[config.mk]
export PLATFORM = sky130hd
export DESIGN_NAME = rmth_engine
export DESIGN_NICKNAME = d
export VERILOG_FILES = /design/src/design/rmth_pkg.sv /design/src/design/rmth_engine.sv
export SDC_FILE = /design/constraint.sdc
export NUM_CORES = 1
export LEC_CHECK = 0
export BUFFER_PORTS_ARGS = -buffer_cell sky130_fd_sc_hd__buf_2
export CAP_MARGIN = 25
export CORE_AREA = 2 2 162 132
export CTS_BUF_LIST = sky130_fd_sc_hd__clkbuf_4 sky130_fd_sc_hd__clkbuf_8 sky130_fd_sc_hd__clkbuf_16
export CTS_CLUSTER_DIAMETER = 100
export DETAILED_ROUTE_END_ITERATION = 10
export DIE_AREA = 0 0 164 134
export GPL_TIMING_DRIVEN = 1
export PLACE_DENSITY = 0.53
export SETUP_SLACK_MARGIN = 0.3
export SKIP_LAST_GASP = 1
export SYNTH_ARGS = -nofsm -noshare
export SYNTH_HDL_FRONTEND = slang
export SYNTH_SLANG_ARGS = --single-unit
[constraint.sdc]
create_clock -name clk -period 11.25 [get_ports clk]
set_clock_uncertainty 0.2 [all_clocks]
set_input_delay 0 -clock clk [delete_from_list [all_inputs] [get_ports clk]]
set_output_delay 0 -clock clk [all_outputs]
set_load 0.01 [all_outputs]
[src/design/rmth_pkg.sv]
// Package for the running median block: default sizes, heap and operation codes,
// and the command struct passed from the item sequencer to the heap engine.
// No dependencies.
package rmth_pkg;

  localparam int MAX_ITEMS_DEF   = 1024;
  localparam int SAMPLE_BITS_DEF = 16;

  localparam logic HEAP_LO = 1'b0;
  localparam logic HEAP_HI = 1'b1;

  localparam logic OP_PUSH    = 1'b0;
  localparam logic OP_REPLACE = 1'b1;

  typedef struct packed {
    logic start;
    logic kind;
    logic heap;
  } eng_cmd_t;

endpackage

[src/design/rmth_engine.sv]
// Heap engine: sift-up for a push and sift-down for a top replacement, one level at a time,
// through a heap memory with registered read data. Depends on rmth_pkg.
module rmth_engine import rmth_pkg::*; #(
  parameter int SB  = SAMPLE_BITS_DEF,
  parameter int AW  = 9,
  parameter int SZW = 10
) (
  input  logic                 clk,
  input  logic                 rst_n,
  input  eng_cmd_t             cmd,
  input  logic [SZW-1:0]       size,
  input  logic signed [SB-1:0] value,
  output logic                 busy,
  output logic                 done,
  output logic                 mem_we,
  output logic [AW-1:0]        mem_waddr,
  output logic [SB-1:0]        mem_wdata,
  output logic                 mem_re,
  output logic [AW-1:0]        mem_raddr,
  input  logic [SB-1:0]        mem_rdata
);

  localparam logic [2:0] E_IDLE   = 3'd0;
  localparam logic [2:0] E_UP_CHK = 3'd1;
  localparam logic [2:0] E_UP_CMP = 3'd2;
  localparam logic [2:0] E_DN_CHK = 3'd3;
  localparam logic [2:0] E_DN_RL  = 3'd4;
  localparam logic [2:0] E_DN_RR  = 3'd5;

  logic [2:0]           st_r, st_nxt;
  logic [AW-1:0]        pos_r, pos_nxt;
  logic signed [SB-1:0] val_r, val_nxt;
  logic [SZW-1:0]       size_r, size_nxt;
  logic                 max_r, max_nxt;
  logic signed [SB-1:0] lval_r, lval_nxt;

  logic [AW+1:0]        l_w, r_w, sz_w;
  logic [AW-1:0]        parent;
  logic signed [SB-1:0] rd;
  logic signed [SB-1:0] cval;
  logic [AW-1:0]        cidx;

  function automatic logic before_f(input logic signed [SB-1:0] a,
                                    input logic signed [SB-1:0] b, input logic is_max);
    before_f = is_max ? (a > b) : (a < b);
  endfunction

  assign rd     = mem_rdata;
  assign l_w    = {1'b0, pos_r, 1'b1};
  assign r_w    = l_w + {{(AW+1){1'b0}}, 1'b1};
  assign sz_w   = {{(AW+2-SZW){1'b0}}, size_r};
  assign parent = (pos_r - {{(AW-1){1'b0}}, 1'b1}) >> 1;
  assign busy   = (st_r != E_IDLE);

  always_comb begin
    st_nxt    = st_r;
    pos_nxt   = pos_r;
    val_nxt   = val_r;
    size_nxt  = size_r;
    max_nxt   = max_r;
    lval_nxt  = lval_r;
    done      = 1'b0;
    mem_we    = 1'b0;
    mem_waddr = pos_r;
    mem_wdata = val_r;
    mem_re    = 1'b0;
    mem_raddr = parent;
    cval      = lval_r;
    cidx      = l_w[AW-1:0];
    case (st_r)
      E_IDLE: begin
        if (cmd.start) begin
          val_nxt  = value;
          size_nxt = size;
          max_nxt  = (cmd.heap == HEAP_LO);
          if (cmd.kind == OP_PUSH) begin
            pos_nxt = size[AW-1:0];
            st_nxt  = E_UP_CHK;
          end else begin
            pos_nxt = '0;
            st_nxt  = E_DN_CHK;
          end
        end
      end
      E_UP_CHK: begin
        if (pos_r == '0) begin
          mem_we = 1'b1;
          done   = 1'b1;
          st_nxt = E_IDLE;
        end else begin
          mem_re = 1'b1;
          st_nxt = E_UP_CMP;
        end
      end
      E_UP_CMP: begin
        mem_we = 1'b1;
        if (before_f(val_r, rd, max_r)) begin
          mem_wdata = rd;
          pos_nxt   = parent;
          st_nxt    = E_UP_CHK;
        end else begin
          done   = 1'b1;
          st_nxt = E_IDLE;
        end
      end
      E_DN_CHK: begin
        if (l_w >= sz_w) begin
          mem_we = 1'b1;
          done   = 1'b1;
          st_nxt = E_IDLE;
        end else begin
          mem_re    = 1'b1;
          mem_raddr = l_w[AW-1:0];
          st_nxt    = E_DN_RL;
        end
      end
      E_DN_RL: begin
        lval_nxt = rd;
        if (r_w < sz_w) begin
          mem_re    = 1'b1;
          mem_raddr = r_w[AW-1:0];
          st_nxt    = E_DN_RR;
        end else begin
          mem_we = 1'b1;
          if (before_f(rd, val_r, max_r)) begin
            mem_wdata = rd;
            pos_nxt   = l_w[AW-1:0];
            st_nxt    = E_DN_CHK;
          end else begin
            done   = 1'b1;
            st_nxt = E_IDLE;
          end
        end
      end
      E_DN_RR: begin
        if (before_f(rd, lval_r, max_r)) begin
          cval = rd;
          cidx = r_w[AW-1:0];
        end
        mem_we = 1'b1;
        if (before_f(cval, val_r, max_r)) begin
          mem_wdata = cval;
          pos_nxt   = cidx;
          st_nxt    = E_DN_CHK;
        end else begin
          done   = 1'b1;
          st_nxt = E_IDLE;
        end
      end
      default: begin
        st_nxt = E_IDLE;
      end
    endcase
  end

  always_ff @(posedge clk) begin
    if (!rst_n) begin
      st_r <= E_IDLE;
    end else begin
      st_r <= st_nxt;
    end
    pos_r  <= pos_nxt;
    val_r  <= val_nxt;
    size_r <= size_nxt;
    max_r  <= max_nxt;
    lval_r <= lval_nxt;
  end

endmodule

==> results_dict.tcl, run 1 <==
set metrics [dict create \
    std_cell_rows 47 \
    synth_nets 652 \
    num_vias 4379 \
    setup.worst_path.end_class "primary output" \
    maxCapViolations 0 \
    r2r_setup_slack_ns 5.90 \
    ios 85 \
    yosysWarnings 0 \
    ys_types 70 \
    cp_slowest_cell "nor2_4" \
    multiInputGateArea_um2 3020 \
    r2r_cells 18 \
    setup_tns_ns 0 \
    crit_path_end "mem_wdata[15]" \
    synth_area_per_cell_um2 9.349 \
    startpoint "lval_r[15]" \
    clk_latency_ns 0.32 \
    drtIter0Drc 340 \
    syn_area_um2 5011 \
    synth_seq_area_share 0.3236 \
    die_h_um 134 \
    postSynthCellCount 536 \
    vias_per_cell 4.744 \
    dieArea_um2 21980 \
    rsz0062_at_grt "no" \
    final_max_slew_viol_count 0 \
    clockRootBuffer "clkbuf_16" \
    yosys_most_used_dff "edfxtp_1" \
    antenna_cells 0 \
    firstDrtPassIters 5 \
    ys_ff_latch 55 \
    grt_max_degree 33 \
    r2r-end "mem_waddr[5]" \
    slew_headroom 0.3845 \
    nNetsFinal 769 \
    critPathKind "flop to primary output" \
    worstPathMaxFanout 32 \
    cts_buffer_depth 2 \
    layout_worst_path_cycle_share 0.5349 \
    irDropWorstVdd_mv 0.05908 \
    p_leak_uw 0.002728 \
    cp-start-kind "flop" \
    grt_pass1_vias 4378 \
    wirelength_um 15050 \
    drc 0 \
    core_um2 20410 \
    antenna_found_initial 0 \
    worstPathCellList "inv_1 -> ha_1 -> nand4_1 -> nor4_1 -> o21ai_1 -> nand3_1 -> o22ai_2 -> nor2_4 -> o21ai_0 -> ha_1 -> nand4_1 -> nor4_1 -> a21boi_1 -> o31a_1 -> nor2_1 -> a21o_1 -> a2bb2oi_4 -> o221ai_1 -> buf_2" \
    gp_congestion 0.8774 \
    hold_viol_final 0 \
    worstReg2RegStart "lval_r[15]" \
    route.detailed.wl_per_inst_um 16.30 \
    cts.sinks 55 \
    cts.clk_slew.worst_paths_ns 0.08 \
    die_x_um 164 \
    dp_hpwl_um 11680 \
    min_path_type "input pin to flop" \
    layout_min_cycle_time_ns 6.018 \
    seq_area_um2 1622 \
    h-tree-depth 2 \
    cts_resized 0 \
    drive_gt1_frac 0.1865 \
    synth_edf_count 52 \
    finalPower_uw 830.5 \
    grt_usage 0.1419 \
    detail-route-antenna-nets 0 \
    cp_slowest_stage_delay_ns 0.56 \
    max_freq_ghz 0.1662 \
    outcome "finished, final reports clean" \
    cts_tree "yes" \
    fillers 2136 \
    worstPathArrival_ns 5.82 \
    grt-ovfl-total 0 \
    finalSetupViolCount 0 \
    p_per_area_nw_per_um2 132.0 \
    portBuffers 84 \
    areaGrowthSynthToFinish_pct 25.54 \
    worst_slew_pin_slew_ns 0.9222 \
    synthArstFlopShare 0 \
    cts_buffers 5 \
    grt_pass1_wl_um 24330 \
    crit_required_ns 11.05 \
    start_util 0.2456 \
]
## synthesized netlist by cell type (all sizes together), types with 2 or more instances
cell type | number | area share
a41oi | 2 | 0.0035
nand2 | 62 | 0.047
o21bai | 3 | 0.0052
o21ai | 35 | 0.036
dfxtp | 3 | 0.012
a21o | 9 | 0.013
edfxtp | 52 | 0.31
nand3 | 14 | 0.017
or3 | 2 | 0.0025
buf | 8 | 0.014
inv | 65 | 0.049
o211ai | 14 | 0.021
nor4 | 7 | 0.012
nand2b | 6 | 0.0075
o221ai | 23 | 0.053
a22oi | 2 | 0.0030
mux2i | 7 | 0.015
a21oi | 23 | 0.024
nand3b | 6 | 0.0090
o21a | 5 | 0.0075
xor2 | 9 | 0.016
and3 | 7 | 0.0087
nor3 | 8 | 0.010
a2111oi | 2 | 0.0047
nor2b | 7 | 0.0087
nand4 | 10 | 0.015
a21boi | 3 | 0.0045
nor2 | 22 | 0.018
o311ai | 2 | 0.0035
ha | 69 | 0.17
and2 | 4 | 0.0050
clkbuf | 15 | 0.011
xnor2 | 13 | 0.024
a31oi | 2 | 0.0025
## cells by family (layout without fill, tap and decap cells)
group,Yosys count,in the layout,synth area share
and+or+nand+nor,159,159,0.1673
muxes,7,7,0.01473
AOI/OAI and AO/OA,136,136,0.2085
DFF,55,55,0.3236
buffers and inverters,88,206,0.07366
xor gates and xnor gates,22,22,0.03995
adders and majority gates,69,69,0.1723
## worst min path at each step
stage | to | slack [ns] | startpoint | depth (start not counted)
after detailed placement | val_r[1] | -0.02 | value[1] | 1
final | st_r[2] | 0.03 | cmd[2] | 5
after global placement | val_r[9] | -0.02 | value[9] | 1
after floorplan | lval_r[0] | -0.10 | mem_rdata[0] | 0
after global routing | st_r[2] | 0.08 | cmd[2] | 5
after CTS | st_r[2] | 0.03 | cmd[2] | 5
## final cells by class
cell class	instances	area share
inverters	65	0.03878
well taps	269	0.05350
clock inverters	3	0.006762
repair buffers	133	0.1432
clock buffers	5	0.01989
multi-input cells	393	0.4801
flip-flops and latches	55	0.2578
## per-stage QoR
step	setup WS, ns	std cells	hold slack (ns)	instance area, µm²	util
floorplan	6.280	536	-0.1011	5011	-
global placement	5.797	870	-0.02241	5673	0.2780
detailed placement	5.560	870	-0.02182	5673	0.2780
CTS	5.185	923	0.02973	6291	0.3083
global route	4.684	923	0.08454	6291	0.3083
finish	5.232	923	0.03225	6291	0.3083
## report_power, final
part / internal (µW) / switching, µW / total (µW)
combinational: 150 / 204 / 353
sequential: 253 / 35.4 / 288
clock: 106 / 83.2 / 189
## layout by cell type (no fill, tap or decap), types with 9 or more instances in the layout
cell and count:
nor2_1 21, inv_1 65, ha_1 69, a21oi_1 22
xnor2_1 12, nand3_1 12, dlygate4sd3_1 45, o21ai_0 32
edfxtp_1 52, nand4_1 9, o221ai_2 10, o211ai_1 14
a21o_1 9, buf_2 84, o221ai_1 13, xor2_1 9
nand2_1 61
## critical path: cells and delay by family (launching register included)
family          cells  cell delay [ns]
buf+inv             2             0.28
flops               1             0.41
simple gates        7             1.95
fa+ha+maj           2             0.74
compound gates      8             2.11
## registers in the layout, summed over array words and instances (netlist names)
signal / count
lval_r: 16
max_r: 1
mem_waddr: 9
size_r: 10
st_r: 3
val_r: 16
## routing by layer
layer  part of all wire  GRT usage  vias up
met5                  0          0        -
met4              0.018    0.03752        0
met3              0.046    0.02195       14
met2               0.42     0.2063      112
met1               0.52     0.2162     2045
li1                   -          -     2208
## timing repair
item | in CTS | in global routing
hold buffers | 45 | 0
endpoints found under the setup margin | 0 | 0
hold endpoints to repair | 55 | 0
buffers inserted | 0 | 0
(Power assumes the default switching activity.)
==> inputs of run 2 (changes only) <==
--- a/config.mk
+++ b/config.mk
@@ -13,7 +13,7 @@
 export DETAILED_ROUTE_END_ITERATION = 10
 export DIE_AREA = 0 0 164 134
 export GPL_TIMING_DRIVEN = 1
-export PLACE_DENSITY = 0.53
+export PLACE_DENSITY = 0.55
 export SETUP_SLACK_MARGIN = 0.3
 export SKIP_LAST_GASP = 1
 export SYNTH_ARGS = -nofsm -noshare
==> constraint.sdc (replaced) <==
create_clock -name clk -period 5.2 [get_ports clk]
set_clock_uncertainty 0.2 [all_clocks]
set_input_delay 0 -clock clk [delete_from_list [all_inputs] [get_ports clk]]
set_output_delay 0 -clock clk [all_outputs]
set_load 0.01 [all_outputs]
==> results_dict.tcl, run 2 (synthesis results as in run 1) <==
set metrics [dict create \
    outcome "finished, final reports clean" \
    worstReg2RegStart "lval_r[14]" \
    multiInputGateArea_um2 3268 \
    cts_tree "yes" \
    portBuffers 84 \
    finalSetupViolCount 0 \
    route.detailed.wl_per_inst_um 16.52 \
    holdPathEnd "st_r[2]" \
    hold_slack_ns 0.05141 \
    setup.worst_path.end_class "primary output" \
    rsz0062_at_grt "yes" \
    startpoint "lval_r[14]" \
    grt_pass1_vias 4369 \
    nNetsFinal 792 \
    p_per_area_nw_per_um2 279.2 \
    worstPathArrival_ns 4.83 \
    final_max_slew_viol_count 0 \
    grt_usage 0.1415 \
    die_x_um 164 \
    r2r-end "mem_waddr[8]" \
    cp-start-kind "flop" \
    clk_latency_ns 0.31 \
    crit_family "simple AND/OR/NAND/NOR gates" \
    std_cell_rows 47 \
    cts.sinks 55 \
    vias_per_cell 4.774 \
    hold_path_depth 5 \
    min_path_type "input pin to flop" \
    seq_area_um2 1622 \
    dp_hpwl_um 11540 \
    ios 85 \
    p_leak_uw 0.002911 \
    detail-route-antenna-nets 0 \
    final_common_cell "buf_2" \
    slew_headroom 0.3870 \
    reg_top3 "lval_r x16, val_r x16, size_r x10" \
    crit_buf_inv 4 \
    clockRootBuffer "clkbuf_16" \
    antenna_cells 0 \
    hold_viol_final 0 \
    worstPathMaxFanout 8 \
    critPathKind "flop to primary output" \
    gp_congestion 0.8513 \
    worstPathCellList "inv_2 -> ha_4 -> nand4_1 -> nor4_4 -> o21ai_2 -> nand3b_1 -> o22ai_4 -> nor2_4 -> buf_6 -> o21ai_2 -> ha_1 -> nand4_1 -> nor4_2 -> a21boi_4 -> o31a_1 -> nor2_2 -> a21o_1 -> a2bb2oi_4 -> clkbuf_16 -> o221ai_4 -> buf_2" \
    r2r_cells 19 \
    cts_buffer_depth 2 \
    firstDrtPassIters 5 \
    dieArea_um2 21980 \
    final_cell_mix "81 x buf_2, 66 x ha_1, 62 x inv_1" \
    h-tree-depth 2 \
    fillers 2087 \
    drive_gt1_frac 0.2570 \
    core_um2 20410 \
    irDropWorstVdd_mv 0.1205 \
    placed_area_um2 5723 \
    cts.clk_slew.worst_paths_ns 0.08 \
    cp_slowest_stage_delay_ns 0.41 \
    grt-ovfl-total 0 \
    drc 0 \
    num_vias 4516 \
    layout_min_cycle_time_ns 5.028 \
    hp-start "cmd[2]" \
    crit_required_ns 5.00 \
    grt_max_degree 21 \
    r2r_setup_slack_ns 0.43 \
    final_area_um2 6794 \
    cts_buffers 5 \
    worst_slew_pin_slew_ns 0.9184 \
    areaGrowthSynthToFinish_pct 35.58 \
    grt_pass1_wl_um 24230 \
    cp_slowest_cell "edfxtp_1" \
    start_util 0.2456 \
    maxCapViolations 0 \
    max_freq_ghz 0.1989 \
    layout_worst_path_cycle_share 0.9670 \
    antenna_found_initial 0 \
    drtIter0Drc 279 \
    wirelength_um 15630 \
    die_h_um 134 \
]
run 2: cell types whose count changed in the layout (fill, tap and decap cells not counted), moves of 4 or more:
cell      change
buf_6         +9
o21ai_0       -6
o221ai_4      +4
buf_4        +11
o21ai_2       +5
o221ai_1      -6
run 2: worst max-delay path by stage:
stage,to,depth (start not counted)
after floorplan,mem_waddr[0],18
after global placement,mem_wdata[2],20
after detailed placement,mem_wdata[15],18
after CTS,mem_wdata[6],22
after global routing,mem_wdata[2],21
final,mem_wdata[12],21
run 2: metrics by stage:
| stage | TNS [ns] | util | total power [µW] | worst slack, ns | std cells |
|---|---|---|---|---|---|
| after floorplan | 0 | - | 1121 | 0.4610 | 536 |
| after global placement | -1.367 | 0.2805 | 1382 | -0.09565 | 875 |
| after detailed placement | -3.884 | 0.2805 | 1381 | -0.2168 | 875 |
| after CTS | 0 | 0.3207 | 1851 | 0.2917 | 941 |
| after global routing | -1.329 | 0.3329 | 2018 | -0.09576 | 946 |
| final | 0 | 0.3329 | 1897 | 0.1715 | 946 |
run 2: per-layer routing:
| metal | vias to the layer above | track usage | part of all wire |
|---|---|---|---|
| met5 | - | 0 | 0 |
| met4 | 0 | 0.03655 | 0.020 |
| met3 | 21 | 0.01824 | 0.047 |
| met2 | 119 | 0.2033 | 0.41 |
| met1 | 2119 | 0.2200 | 0.52 |
| li1 | 2257 | - | - |
run 2: cell type report:
type / count / share of cell area
clock buffers: 5 / 0.01842
clock inverters: 3 / 0.006446
repair buffers: 154 / 0.1700
inverters: 65 / 0.03591
multi-input cells: 395 / 0.4810
well taps: 269 / 0.04954
flip-flops and latches: 55 / 0.2387
run 2: power breakdown:
part	switching, µW	total (µW)	internal [µW]
registers	77.7	625	547
logic	486	873	387
clock network	171	399	228
run 2: what timing repair did:
item,in CTS,in global routing
gates cloned,2,1
endpoints found under the hold margin,55,0
hold buffers,45,0
buffers inserted,11,4
pin swaps,10,34
endpoints found under the setup margin,27,26
resized for setup,14,40
run 2: worst min-delay path, cell delays in order:
cell and delay, ns:
buf_2 0.12, nor3_1 0.05, o21ai_0 0.14, nand2_1 0.13, nor2_1 0.10
==> inputs of run 3 (changes only) <==
--- a/config.mk
+++ b/config.mk
@@ -5,15 +5,15 @@
 export SDC_FILE = /design/constraint.sdc
 export NUM_CORES = 1
 export LEC_CHECK = 0
-export BUFFER_PORTS_ARGS = -buffer_cell sky130_fd_sc_hd__buf_2
 export CAP_MARGIN = 25
 export CORE_AREA = 2 2 162 132
 export CTS_BUF_LIST = sky130_fd_sc_hd__clkbuf_4 sky130_fd_sc_hd__clkbuf_8 sky130_fd_sc_hd__clkbuf_16
 export CTS_CLUSTER_DIAMETER = 100
 export DETAILED_ROUTE_END_ITERATION = 10
 export DIE_AREA = 0 0 164 134
+export DONT_BUFFER_PORTS = 1
 export GPL_TIMING_DRIVEN = 1
-export PLACE_DENSITY = 0.55
+export PLACE_DENSITY = 0.51
 export SETUP_SLACK_MARGIN = 0.3
 export SKIP_LAST_GASP = 1
 export SYNTH_ARGS = -nofsm -noshare
==> constraint.sdc (replaced) <==
create_clock -name clk -period 4.35 [get_ports clk]
set_clock_uncertainty 0.2 [all_clocks]
set_input_delay 0 -clock clk [delete_from_list [all_inputs] [get_ports clk]]
set_output_delay 0 -clock clk [all_outputs]
set_load 0.01 [all_outputs]
==> results_dict.tcl, run 3 (synthesis results as in run 1) <==
set metrics [dict create \
    outcome "finished with violations" \
    violations "negative setup slack" \
    crit_required_ns 4.15 \
    grt_usage 0.1455 \
    dp_hpwl_um 12120 \
    cts_tree "yes" \
    detail-route-antenna-nets 0 \
    final_common_cell "inv_1" \
    worstPathMaxFanout 8 \
    drtIter0Drc 275 \
    slew_headroom 0.4178 \
    cts.sinks 55 \
    critPathKind "flop to primary output" \
    final_max_slew_viol_count 0 \
    h-tree-depth 2 \
    clk_latency_ns 0.31 \
    grt.busiest_layer "met2" \
    die_h_um 134 \
    max_freq_ghz 0.2069 \
    dp_cells 822 \
    areaGrowthSynthToFinish_pct 37.23 \
    min_path_type "input pin to primary output" \
    wirelength_um 16240 \
    rsz0062_at_grt "yes" \
    nNetsFinal 736 \
    finalPower_uw 2220 \
    grt_util_met2 0.2134 \
    dieArea_um2 21980 \
    layout_worst_path_cycle_share 1.111 \
    grt_pass1_wl_um 24940 \
    setup.worst_path.end_class "primary output" \
    worstPathArrival_ns 4.63 \
    num_vias 4418 \
    clockRootBuffer "clkbuf_16" \
    cp_slowest_stage_delay_ns 0.39 \
    worst_slew_pin_slew_ns 0.8653 \
    ios 85 \
    drive_gt1_frac 0.2174 \
    start_util 0.2456 \
    cp_slowest_cell "edfxtp_1" \
    core_um2 20410 \
    antenna_cells 0 \
    utilization 0.3370 \
    cts_buffer_depth 2 \
    grt_pass1_vias 4421 \
    fin_cells 890 \
    firstDrtPassIters 5 \
    p_leak_uw 0.002860 \
    layout_min_cycle_time_ns 4.833 \
    met3_usage 0.03154 \
    route.detailed.wl_per_inst_um 18.24 \
    p_per_area_nw_per_um2 322.8 \
    grt-ovfl-total 0 \
    seq_area_um2 1622 \
    cp-start-kind "flop" \
    drc 0 \
    final_cell_mix "64 x inv_1, 61 x ha_1, 52 x edfxtp_1" \
    hold_viol_final 0 \
    cts_buffers 5 \
    cts.clk_slew.worst_paths_ns 0.08 \
    hold_slack_ns 0.03031 \
    irDropWorstVdd_mv 0.1303 \
    std_cell_rows 47 \
    multiInputGateArea_um2 3512 \
    met1_usage 0.2129 \
    die_x_um 164 \
    vias_per_cell 4.964 \
    gp_congestion 0.8840 \
    reg_top3 "lval_r x16, val_r x16, size_r x10" \
    fillers 2011 \
    antenna_found_initial 1 \
    finalSetupViolCount 26 \
    maxCapViolations 0 \
    grt_max_degree 18 \
    portBuffers 0 \
    worstPathCellList "inv_2 -> ha_4 -> nand4_1 -> nor4_4 -> o21ai_2 -> nand3b_1 -> o22ai_4 -> nor2_4 -> buf_12 -> o21ai_4 -> ha_4 -> nand4_1 -> nor4_2 -> a21boi_2 -> o31a_1 -> nor2_2 -> a21o_1 -> a2bb2oi_4 -> buf_12 -> o221ai_1 -> buf_4" \
    setup_ws_ns -0.4827 \
]
[run 3: cell count changes in the layout (fill, tap and decap cells not counted), sizes merged]
cell,previous run,this run
buf,108,53
bufinv,1,0
nor2,24,22
clkbuf,6,8
clkinv,2,1
dlygate4sd3,45,46
[run 3: final cells by class]
cell class	instances	area share
Inverter	65	0.03548
Multi-Input combinational cell	393	0.5107
Clock inverter	1	0.001274
Tap cell	269	0.04894
Clock buffer	7	0.02129
Sequential cell	55	0.2358
Timing Repair Buffer	100	0.1465
[run 3: per-stage QoR]
step	setup TNS (ns)	cell area (µm²)	setup WS (ns)
4_1_cts	-9.296	6399	-0.4735
5_1_grt	-18.38	6877	-0.8111
3_3_place_gp	-4.957	5665	-0.2617
3_5_place_dp	-6.085	5665	-0.2907
2_1_floorplan	0	5100	0.2476
6_report	-10.80	6877	-0.4827
[run 3: worst paths after layout]
check | from | endpoint | slack [ns] | cells after the start
max | lval_r[10] | mem_wdata[3] | -0.48 | 21
min | mem_rdata[5] | mem_wdata[5] | 0.03 | 2
max reg2reg | lval_r[10] | mem_waddr[7] | -0.37 | 20
min reg2reg | st_r[2] | st_r[0] | 0.60 | 2
[run 3: power by group]
part / switching, µW / internal (µW)
Clock: 206 / 238
Sequential: 69.5 / 654
Combinational: 594 / 459
Total: 869 / 1350
[run 3: worst max-delay path, delay by kind of cell (launching register included)]
kind            cells  cell delay, ns
compound gates      8            1.28
fa+ha+maj           2            0.54
buf+inv             4            0.53
flops               1            0.39
simple gates        7            1.56
[run 3: per-layer routing]
layer,part of all wire,wire (µm)
met1,0.50,8115
met2,0.43,6956
met3,0.051,826
met4,0.020,325
met5,0.00080,13
[run 3: repair_timing]
item / in CTS / in global routing
cloned: 0 / 1
pin swaps: 1 / 20
endpoints found under the setup margin: 28 / 28
hold buffers: 46 / 0
buffers inserted: 5 / 8
resized for setup: 6 / 67
endpoints found under the hold margin: 55 / 0
